`config.mk`:
```
export PLATFORM = sky130hd
export DESIGN_NAME = cv5_queue
export DESIGN_NICKNAME = d
export VERILOG_FILES = /design/src/rtl/cv5_pkg.sv /design/src/rtl/cv5_queue.sv
export SDC_FILE = /design/constraint.sdc
export NUM_CORES = 1
export LEC_CHECK = 0
export BUFFER_PORTS_ARGS = -buffer_cell sky130_fd_sc_hd__buf_2
export CORE_ASPECT_RATIO = 1.5
export CORE_MARGIN = 4
export CORE_UTILIZATION = 50
export DETAILED_ROUTE_END_ITERATION = 8
export PLACE_DENSITY_LB_ADDON = 0.25
export RECOVER_POWER = 25
export SYNTH_ARGS = -nofsm -noshare
export SYNTH_HDL_FRONTEND = slang
export SYNTH_SLANG_ARGS = --single-unit
```
`constraint.sdc`:
```
create_clock -name clk -period 5.5 [get_ports clk]
set_input_delay 0.55 -clock clk [delete_from_list [all_inputs] [get_ports clk]]
set_output_delay 0.55 -clock clk [all_outputs]
set_load 0.03 [all_outputs]
```
`src/rtl/cv5_pkg.sv`:
```
`default_nettype none
package cv5_pkg;

  // window geometry
  localparam int WIN      = 5;
  localparam int PIX_W    = 8;
  localparam int COEF_W   = 8;
  localparam int MIN_SIZE = 5;

  // register port
  localparam int CFG_SIZE_W  = 13;
  localparam int CFG_DATA_W  = 40;
  localparam int CFG_INDEX_W = 3;
  localparam int SIZE_W      = 14;  // holds any clamped size up to 8192

  localparam int DEF_MAX_WIDTH  = 4096;
  localparam int DEF_MAX_HEIGHT = 4096;

  localparam logic [CFG_SIZE_W-1:0] RST_FRAME_WIDTH  = 13'd640;
  localparam logic [CFG_SIZE_W-1:0] RST_FRAME_HEIGHT = 13'd480;
  localparam logic [CFG_DATA_W-1:0] RST_COEF_ROW     = 40'h01_0101_0101;

  typedef enum logic [CFG_INDEX_W-1:0] {
    CFG_FRAME_WIDTH  = 3'd0,
    CFG_FRAME_HEIGHT = 3'd1,
    CFG_COEF_ROW_0   = 3'd2,
    CFG_COEF_ROW_1   = 3'd3,
    CFG_COEF_ROW_2   = 3'd4,
    CFG_COEF_ROW_3   = 3'd5,
    CFG_COEF_ROW_4   = 3'd6
  } cfg_idx_t;

  // coef_set_t[row][col] is one signed byte
  typedef logic [WIN-1:0][WIN-1:0][COEF_W-1:0] coef_set_t;

  // line store word: oldest line in the top byte
  localparam int LINE_WORD_W = (WIN - 1) * PIX_W;

  // one column of the window plus classification from the front end
  typedef struct packed {
    logic [WIN-1:0][PIX_W-1:0] col;   // col[i] goes to window row i
    logic                      emit;  // centre is interior
    logic                      first; // first interior centre of frame
    logic                      last;  // last interior centre of frame
  } col_item_t;

  localparam int Q_DEPTH = 4;

  // datapath widths
  localparam int PROD_W = 16;
  localparam int ROW_W  = 19;
  localparam int ACC_W  = 21;
  localparam int MAG_W  = 20;

  // /25 for magnitudes below 256*25: floor(m*5243 >> 17) is exact there
  localparam int SAT_LIMIT  = 6400;
  localparam int DIV_IN_W   = 13;
  localparam int DIV_RECIP  = 5243;
  localparam int DIV_SHIFT  = 17;
  localparam int DIV_PROD_W = 26;

  localparam int SUM_W = 32;

endpackage
`default_nettype wire

```
`src/rtl/cv5_queue.sv`:
```
`default_nettype none
module cv5_queue (
  input  wire logic              clk,
  input  wire logic              rst_n,
  input  wire logic              push,
  input  wire cv5_pkg::col_item_t push_item,
  output logic                   full,
  input  wire logic              pop,
  output cv5_pkg::col_item_t     pop_item,
  output logic                   empty
);

  localparam int PW = $clog2(cv5_pkg::Q_DEPTH);
  localparam int CW = $clog2(cv5_pkg::Q_DEPTH + 1);

  cv5_pkg::col_item_t slot_r [cv5_pkg::Q_DEPTH];
  logic [PW-1:0] wr_ptr_r, rd_ptr_r;
  logic [CW-1:0] count_r;
  logic          do_push, do_pop;

  assign full     = (count_r == CW'(cv5_pkg::Q_DEPTH));
  assign empty    = (count_r == '0);
  assign do_push  = push && !full;
  assign do_pop   = pop && !empty;
  assign pop_item = slot_r[rd_ptr_r];

  always_ff @(posedge clk) begin
    if (!rst_n) begin
      wr_ptr_r <= '0;
      rd_ptr_r <= '0;
      count_r  <= '0;
    end else begin
      if (do_push) begin
        wr_ptr_r <= (wr_ptr_r == PW'(cv5_pkg::Q_DEPTH - 1)) ? '0 : wr_ptr_r + 1'b1;
      end
      if (do_pop) begin
        rd_ptr_r <= (rd_ptr_r == PW'(cv5_pkg::Q_DEPTH - 1)) ? '0 : rd_ptr_r + 1'b1;
      end
      case ({do_push, do_pop})
        2'b10:   count_r <= count_r + 1'b1;
        2'b01:   count_r <= count_r - 1'b1;
        default: count_r <= count_r;
      endcase
    end
  end

  always_ff @(posedge clk) begin
    if (do_push) begin
      slot_r[wr_ptr_r] <= push_item;
    end
  end

endmodule
`default_nettype wire

```
## Yosys cells after proc, flatten, opt, wreduce, memory -nomap -nowiden

Memory sizes are Yosys's and may differ from the RTL's. A register that Yosys moved wholly into a read port is not among the register bits.
Index checks and enable logic that the tools add are counted.

| operators by class | value |
|---|---|
| equality and inequality tests | 5 |
| $add $sub $neg | 4 |
| reductions and logical operators | 6 |
| multiplexer cells | 7 |

Operators by type and width:

| cell | count |
|---|---|
| $mux 2 | 4 |
| $eq 2x2->1 const B | 3 |
| $pmux 3 s2 | 1 |
| $add 2x1->2 const B | 2 |
| $add 3x1->3 const B | 1 |
| $eq 3x3->1 const B | 1 |
| $logic_not 3->1 | 1 |
| $sub 3x1->3 const B | 1 |
| $eq 2x1->1 const B | 1 |
| $logic_and 1x1->1 | 2 |
| $logic_not 1->1 | 2 |
| $mux 1 | 2 |
| $reduce_bool 2->1 | 1 |

| word-level totals | value |
|---|---|
| memory bits (writable) | 172 |
| flip-flop bits (word level) | 7 |
| memories kept | 1 |
| word-level logic and storage cells | 26 |
| output and inout bits | 45 |

Memory list:

| name | depth | bits a word | rd ports | clocked after Yosys merged registers in | wr ports | line | source |
|---|---|---|---|---|---|---|---|
| slot_r | 4 | 43 | 1 | 1 | 1 | cv5_queue.sv:16 | `cv5_pkg::col_item_t slot_r [cv5_pkg::Q_DEPTH];` |

## Logic depth before layout (Yosys ltp)

Gate-level depths: netlist (run 1).

| depth | value |
|---|---|
| depth after elaboration | 5 |
| gate-level depth with buffers | 10 |
| mapped depth without buffers | 9 |

## Worst setup path after synthesis (run 1)

OpenSTA, ideal clock, no wires.

| timing path | value |
|---|---|
| path type | register to register |
| from | reg count_r[2] |
| to | reg count_r[2] |
| path slack | 3137 ps |
| cell stages (with the launch flop) | 11 |
| data required time | 5424 ps |
| period minus slack after synthesis | 2363 ps |
| arrival | 2287 ps |
| cell sequence | dfxtp_1 > nor3b_2 > nor2b_1 > buf_2 > inv_1 > ha_1 > inv_1 > fa_1 > xor2_1 > or3_1 > a21boi_0 |

| between the ends | value |
|---|---|
| longest elaborated chain between the ends | 5 |

RTL lines:

| item | line | source |
|---|---|---|
| start: declaration | cv5_queue.sv:18 | `logic [CW-1:0] count_r;` |
| start signal: assignment | cv5_queue.sv:40 | `2'b10: count_r <= count_r + 1'b1;` |
| start signal: assignment | cv5_queue.sv:41 | `2'b01: count_r <= count_r - 1'b1;` |
| start signal: assignment | cv5_queue.sv:42 | `default: count_r <= count_r;` |
| $eq 3x3->1 (*) | cv5_queue.sv:21 | `assign full = (count_r == CW'(cv5_pkg::Q_DEPTH));` |
| net full | cv5_queue.sv:7 | `output logic full,` |
| $logic_not 1->1 (*) | cv5_queue.sv:23 | `assign do_push = push && !full;` |
| $logic_and 1x1->1 (*) | cv5_queue.sv:23 |  |
| $eq 2x1->1 or $eq 2x2->1 (tied branches) | cv5_queue.sv:39 | `case ({do_push, do_pop})` |
| $pmux 3 s2 or $reduce_bool 2->1 (tied branches) | -- |  |

Mark *: on every way through the listed nets, which the timed path passes. The rest lies on a longest branch.
A chain may end at the register's enable or synchronous reset.

==> impl_metrics.yaml, run 1 <==
final_layout:
  multi_input_area_sq_mm: 0.00126
  final_nets: 437
  drive_gt1_share_pct: 34.6
  utilization_pct: 60.2
  syn2layout_area_growth_pct: 16.6
  final_common_cell: "edfxtp_1"
  seqCellArea_sq_mm: 0.00535
  stdcell_area_sq_mm: 0.00787
  layout_common_cells: "edfxtp_1 (172), buf_2 (59), mux4_2 (40), clkbuf_1 (34), clkbuf_16 (17)"
  stdcell_count: 555
  diodes: 0
  fillers: 943
critical_path:
  critical_path_arrival_ns: 2.21
  start_kind: "flop"
  critPathRequiredTime_ns: 4.95
  cp_max_fo: 43
  critical-path-max-stage-delay_ns: 0.92
  critical_path_class: "flop to output pin"
  end_kind: "output pin"
  path_cells: "mux4_1 -> buf_2"
  cpMaxStageDelayCell: "dfxtp_4"
route:
  drtPass1Iterations: 4
  vias: 2998
  wl_per_cell_um: 20.1
  vias_per_cell: 5.40
  ant_nets: 0
  drt_iter0_drc: 106
  drc: 0
  drt_wl_total_um: 11200
yosys:
  synth_cell_type_count: 25
  netlist_instances: 281
  yosysSeqAreaShare_pct: 79.1
  synth.avg_cell_area_sq_um: 24.0
  synth-seq-cells: 181
  netlist_area_sq_mm: 0.00675
  synth_warnings: 0
  synth_nets: 335
power:
  power.density_mw_per_mm2: 494
  power.share.sequential_pct: 46.5
  p_clk_share_pct: 30.4
  ir_drop_mv: 0.330
  internal_power_mw: 2.75
  p_comb_share_pct: 23.1
  p_switching_mw: 1.14
  p_leak_nw: 2.61
  total_power_mw: 3.89
  swShare_pct: 29.3
cts:
  cts_hold_buf: 0
  clkTransAtPathRegs_ns: 0.06
  clock_sinks: 181
  cts_buffers: 17
  htreeDepth: 4
  cts_tree: "done"
  cts_setup_buffers: 0
  clock_latency_ns: 0.40
  cts-root-buf: "clkbuf_16"
  cts_resized: 0
  cts.path.max_buffers: 2
floorplan:
  boundaryPins: 92
  die_y_um: 150
  core_sq_mm: 0.0131
  rows: 51
  start_util_pct: 51.6
  die_w_um: 103
  dieArea_sq_mm: 0.0155
place:
  gp_congestion: 0.759
  post-place-ws_ns: 3.07
  place_area_sq_mm: 0.00732
  portBuffers: 91
  dp.cells: 523
  post-dp-hpwl_um: 6790
timing:
  final.setup.worst_slack_ns: 2.74
  maxSlewViolCount: 0
  whs_ns: 0.361
  skew_ns: 0.00799
  slew_headroom_pct: 21.5
  finalCritPeriodShare_pct: 50.2
  rsz0062_at_grt: "no"
  max_freq_mhz: 362
  setup_tns_ns: 0
  finalCriticalPeriod_ns: 2.76
  finalHoldViolations: 0
  setup_violations: 0
  worst_slew_pin_slew_ns: 1.18
status:
  status: "finished, final reports clean"
job:
  drv_cap: 0
global_route:
  grtUsageTotal_pct: 15.8
  grt_pass1_wl_um: 17700
  grt-ovfl-total: 0
  grt_start_max_net_pins: 44
  antenna_found_initial: 1
  grt_pass1_vias: 3373
hold_path:
  hold_class: "input pin to flop"
per-layer routing:
| metal | share of wire [%] | routed length (um) | vias to the layer above | global-route usage, % |
|---|---|---|---|---|
| met4 | 0.99 | 111 | 2 | 5.70 |
| met5 | 0.072 | 8 | - | 0 |
| li1 | - | - | 1377 | - |
| met1 | 36 | 4030 | 1542 | 17.7 |
| met3 | 5.0 | 563 | 8 | 4.27 |
| met2 | 58 | 6460 | 69 | 28.3 |
cell type report:
type                            instances  share of cell area, %
Sequential cell                       181                   67.9
Multi-Input combinational cell         81                   16.0
Timing Repair Buffer                   95                   5.66
Clock buffer                           19                   5.50
Tap cell                              159                   2.53
Clock inverter                         13                   1.99
Inverter                                7                  0.334
power by group through the flow:
stage	clock (mW)	sequential, mW	combinational, mW
2_1_floorplan	0	1.73	0.815
3_3_place_gp	0	1.84	0.910
3_5_place_dp	0	1.85	0.918
4_1_cts	1.21	1.82	0.920
5_1_grt	1.28	1.84	0.958
6_report	1.18	1.81	0.898
synth_stat cells (all sizes together):
library cell | count | area, sq um
a21boi | 1 | 7.51
and2 | 6 | 37.5
buf | 10 | 116
clkbuf | 2 | 7.51
dfxtp | 9 | 180
edfxtp | 172 | 5160
fa | 1 | 20.0
ha | 6 | 75.1
inv | 7 | 26.3
mux2i | 2 | 20.0
mux4 | 43 | 980
nand2 | 7 | 26.3
nand3 | 2 | 10.0
nor2 | 2 | 7.51
nor2b | 1 | 6.26
nor3 | 1 | 5.00
nor3b | 1 | 12.5
o21ai | 4 | 20.0
o31ai | 1 | 7.51
or3 | 1 | 6.26
xnor2 | 1 | 8.76
xor2 | 1 | 8.76
flip-flops by register name, summed over array words and instances, names as in the netlist, named ones only:
name and flops:
count_r 3, rd_ptr_r 2, slot_r 172, wr_ptr_r 2
path summary, 6_finish.rpt:
path / from / end / slack, ns / depth (start not counted)
worst min register to register: wr_ptr_r[1] / wr_ptr_r[1] / 0.51 / 2
worst max-delay path: flop / pop_item[34] / 2.74 / 2
worst min-delay path: push_item[29] / slot_r[1][29] / 0.36 / 1
worst max register to register: count_r[2] / slot_r[2][7] / 3.22 / 4
cell families (layout without fill, tap and decap cells):
kind of cell             after synthesis  count (layout)  synth area share [%]
flip-flops                           181             181                  79.1
AND/OR/NAND/NOR                       21              21                  1.65
XOR/XNOR                               2               2                 0.259
AO/OA/AOI/OAI                          6               6                 0.519
multiplexers                          45              45                  14.8
buffers and inverters                 19             134                  2.22
adder cells (fa/ha/maj)                7               7                  1.41
critical path, delay by kind of cell (launching register included):
kind,cells,cell delay (ns)
buf+inv,1,0.20
flops,1,0.92
mux,1,0.66
Power figures use the tool's default switching activity.
==> run 2: changes to the inputs <==
clock period = 2.2 ns   (was 5.5 ns; I/O delays follow)
==> impl_metrics.yaml, run 2 (synthesis gave the netlist of run 1 again) <==
place:
  post-dp-hpwl_um: 6970
  gp_congestion: 0.724
  portBuffers: 91
  post-place-ws_ns: 0.0536
floorplan:
  start_util_pct: 51.6
  dieArea_sq_mm: 0.0155
  die_w_um: 103
  rows: 51
  die_y_um: 150
  core_sq_mm: 0.0131
  boundaryPins: 92
timing:
  finalHoldViolations: 0
  worst_slew_pin_slew_ns: 0.399
  whs_ns: 0.0217
  setup_violations: 0
  max_freq_mhz: 474
  maxSlewViolCount: 0
  skew_ns: 0.00678
  slew_headroom_pct: 73.4
  final.setup.worst_slack_ns: 0.0919
  finalCriticalPeriod_ns: 2.11
  finalCritPeriodShare_pct: 95.8
critical_path:
  cpLargestDelayFamily: "simple AND/OR/NAND/NOR gates"
  cp.buffers_inverters: 2
  critPathRequiredTime_ns: 2.54
  cpMaxStageDelayCell: "fa_1"
  critical_path_class: "flop to flop"
  start_kind: "flop"
  critical_path_arrival_ns: 2.44
  critical-path-max-stage-delay_ns: 0.39
  cp_common_cell: "inv_1"
  cp_max_fo: 7
  end_kind: "flop"
  path_cells: "nor3b_4 -> nor2b_4 -> inv_1 -> ha_2 -> inv_1 -> fa_1 -> xor2_1 -> or3_1 -> a21boi_1"
job:
  drv_cap: 0
final_layout:
  final_common_cell: "edfxtp_1"
  seqCellArea_sq_mm: 0.00535
  largest_reg_flops: 172
  final_nets: 451
  fillers: 921
  multi_input_area_sq_mm: 0.00128
  syn2layout_area_growth_pct: 19.2
  drive_gt1_share_pct: 40.3
  largest_register: "slot_r"
  layout_common_cells: "edfxtp_1 (172), buf_2 (64), mux4_2 (40), clkbuf_1 (27), clkbuf_16 (17)"
  reg_top3: "slot_r (172), count_r (3)"
global_route:
  grt_pass1_vias: 3291
  grt_pass1_wl_um: 17600
  grt-ovfl-total: 0
  grt_start_max_net_pins: 28
  grtUsageTotal_pct: 15.7
  antenna_found_initial: 2
cts:
  cts_tree: "done"
  clock_sinks: 181
  clock_latency_ns: 0.41
  clkTransAtPathRegs_ns: 0.06
  cts-root-buf: "clkbuf_16"
  cts.path.max_buffers: 2
  cts_buffers: 17
  htreeDepth: 4
route:
  drc: 0
  drt_wl_total_um: 11600
  vias: 3107
  wl_per_cell_um: 20.4
  drtPass1Iterations: 4
  ant_nets: 0
  vias_per_cell: 5.46
  drt_iter0_drc: 135
status:
  status: "finished, final reports clean"
power:
  ir_drop_mv: 0.591
  p_leak_nw: 2.71
  power.density_mw_per_mm2: 1230
hold_path:
  hold_class: "input pin to flop"
[run 2: cell types whose count changed in the layout (fill, tap and decap cells not counted), sizes merged]
cell / delta
buf: +19
bufinv: -1
clkbuf: -7
clkinv: -1
clkinvlp: +1
diode: +1
inv: +2
[run 2: final cells by class]
type	count	share of cell area [%]
Inverter	7	0.326
Multi-Input combinational cell	81	16.0
Clock buffer	17	5.28
Timing Repair Buffer	109	7.54
Tap cell	159	2.47
Clock inverter	14	1.88
Sequential cell	181	66.5
Antenna cell	1	0.0311
[run 2: stage by stage]
stage / setup TNS, ns / std cells / utilization (%) / area (sq um) / total power [mW]
after floorplan: -0.0265 / 281 / - / 6770 / 6.37
after global placement: 0 / 532 / 56.9 / 7440 / 6.99
after detailed placement: 0 / 532 / 56.9 / 7440 / 7.06
after CTS: 0 / 563 / 61.3 / 8020 / 9.97
after global routing: -0.0146 / 569 / 61.5 / 8050 / 10.3
final: 0 / 569 / 61.5 / 8050 / 9.92
[run 2: where the power goes]
| part | total [mW] | switching (mW) | internal [mW] |
|---|---|---|---|
| combinational | 2.70 | 1.61 | 1.09 |
| clock | 2.91 | 1.23 | 1.68 |
| sequential | 4.31 | 0.133 | 4.18 |
[run 2: worst paths after layout]
check	to	slack (ns)	depth (start not counted)	startpoint
max	count_r[2]	0.09	9	count_r[2]
min	slot_r[0][41]	0.02	1	push_item[41]
max reg2reg	count_r[2]	0.09	9	count_r[2]
min reg2reg	wr_ptr_r[1]	0.50	2	wr_ptr_r[1]
[run 2: metal layers]
| layer | GRT usage, % | routed length, um | vias up |
|---|---|---|---|
| li1 | - | - | 1401 |
| met1 | 19.3 | 4460 | 1594 |
| met2 | 26.5 | 6310 | 96 |
| met3 | 3.76 | 632 | 14 |
| met4 | 6.48 | 181 | 2 |
| met5 | 0 | 8 | - |
[run 2: what timing repair did]
action / in CTS / in global routing
hold buffers: 0 / 0
setup buffers: 0 / 5
resized for setup: 0 / 4
setup endpoints to repair: 0 / 2
[run 2: worst reg2reg max path: stages, from the launching register on]
cell	delay, ns
dfxtp_2	0.37
nor3b_4	0.25
nor2b_4	0.09
inv_1	0.07
ha_2	0.18
inv_1	0.05
fa_1	0.39
xor2_1	0.17
or3_1	0.33
a21boi_1	0.14
==> run 3: changes to the inputs <==
CELL_PAD_IN_SITES_DETAIL_PLACEMENT = 1   (was not set)
CELL_PAD_IN_SITES_GLOBAL_PLACEMENT = 1   (was not set)
CORE_UTILIZATION = 45   (was 50)
==> impl_metrics.yaml, run 3 (synthesis gave the netlist of run 1 again) <==
status:
  status: "finished, final reports clean"
job:
  drv_cap: 0
floorplan:
  core_sq_mm: 0.0147
  die_y_um: 158
  start_util_pct: 46.1
  die_w_um: 108
  rows: 54
  boundaryPins: 92
  dieArea_sq_mm: 0.0171
global_route:
  grt_pass1_vias: 3555
  grtUsageTotal_pct: 15.8
  grt-ovfl-total: 0
  grt_start_max_net_pins: 32
  antenna_found_initial: 2
  grt_pass1_wl_um: 19800
final_layout:
  fillers: 1314
  layout_common_cells: "edfxtp_1 (172), buf_2 (63), mux4_2 (40), clkbuf_1 (28)"
  reg_top3: "slot_r (172), count_r (3)"
  final_common_cell: "edfxtp_1"
  syn2layout_area_growth_pct: 20.3
  largest_reg_flops: 172
  final_nets: 455
  largest_register: "slot_r"
  drive_gt1_share_pct: 40.1
place:
  portBuffers: 91
  gp_congestion: 0.734
  post-dp-hpwl_um: 8110
  post-place-ws_ns: 0.0641
timing:
  setup_violations: 0
  finalCritPeriodShare_pct: 94.4
  maxSlewViolCount: 0
  slew_headroom_pct: 73.0
  whs_ns: 0.0269
  max_freq_mhz: 482
  rsz0062_at_grt: "no"
  finalHoldViolations: 0
  final.setup.worst_slack_ns: 0.124
  finalCriticalPeriod_ns: 2.08
  worst_slew_pin_slew_ns: 0.406
  skew_ns: 0.0103
critical_path:
  rr_startpoint: "count_r[1]"
  critical_path.startpoint: "count_r[1]"
  end_kind: "flop"
  cp_max_fo: 7
  r2r_cells: 9
  critical_path_class: "flop to flop"
  critPathRequiredTime_ns: 2.54
  critical_path_arrival_ns: 2.42
  start_kind: "flop"
hold_path:
  hold_class: "input pin to flop"
  hold_depth: 1
  min_from: "push_item[10]"
route:
  vias_per_cell: 5.06
  vias: 3093
  wl_per_cell_um: 20.3
  drc: 0
  drt_iter0_drc: 104
  drt_wl_total_um: 12400
  drtPass1Iterations: 4
  ant_nets: 0
cts:
  htreeDepth: 4
  cts.path.max_buffers: 2
  cts_buffers: 17
  cts-root-buf: "clkbuf_16"
  clock_latency_ns: 0.41
  cts_tree: "done"
  clock_sinks: 181
  clkTransAtPathRegs_ns: 0.07
power:
  p_leak_nw: 2.72
  ir_drop_mv: 0.641
  total_power_mw: 9.90
  power.density_mw_per_mm2: 1220
[run 3: cell count changes in the layout (fill, tap and decap cells not counted), moves of 2 or more]
cell | before | now
buf_4 | 14 | 17
clkinv_2 | 2 | 0
dlygate4sd3_1 | 0 | 2
inv_8 | 1 | 3
[run 3: final cells by class]
cell class / instances / area [sq um] / area share, %
sequential: 181 / 5360 / 65.9
multi-input combinational: 81 / 1290 / 15.9
timing repair buffer: 113 / 628 / 7.73
clock buffer: 17 / 425 / 5.24
tap: 196 / 245 / 3.02
clock inverter: 15 / 145 / 1.79
inverter: 7 / 26.3 / 0.323
antenna: 1 / 2.50 / 0.0308
[run 3: metal layers]
metal  track usage, %  up-vias  routed length (um)
met3             4.69       13                 610
li1                 -     1404                   -
met5                0        -                  13
met1             18.2     1603                4630
met2             27.9       71                6950
met4             5.66        2                 181
[run 3: through the flow]
step / util, % / cells / setup TNS, ns / instance area, sq um
CTS: 55.5 / 610 / 0 / 8130
finish: 55.4 / 611 / 0 / 8120
floorplan: - / 281 / -0.0265 / 6770
global route: 55.4 / 611 / 0 / 8120
detailed placement: 51.2 / 572 / 0 / 7510
global placement: 51.2 / 572 / 0 / 7510
[run 3: path summary, 6_finish.rpt]
kind	end	slack (ns)
setup / recovery	count_r[2]	0.12
hold reg to reg	count_r[2]	0.53
hold / removal	slot_r[0][10]	0.03
setup reg to reg	count_r[2]	0.12
[run 3: timing repair]
item	CTS	global route
hold buffers	2	0
hold endpoints to repair	8	0
resized for setup	0	6
pin swaps	0	2
setup endpoints to repair	19	2
buffers inserted	4	0
[run 3: where the power goes]
group / total, mW / internal, mW / leakage (nW) / switching, mW
logic: 2.71 / 1.09 / 0.793 / 1.62
registers: 4.31 / 4.18 / 1.65 / 0.135
clock network: 2.88 / 1.59 / 0.268 / 1.29
[run 3: critical path, stage by stage (launching register included)]
cell and delay, ns:
dfxtp_4 0.37, nor3b_4 0.24, nor2b_4 0.09, inv_1 0.11, ha_4 0.15, inv_1 0.06, fa_1 0.37, xor2_1 0.16
or3_1 0.32, a21boi_2 0.15
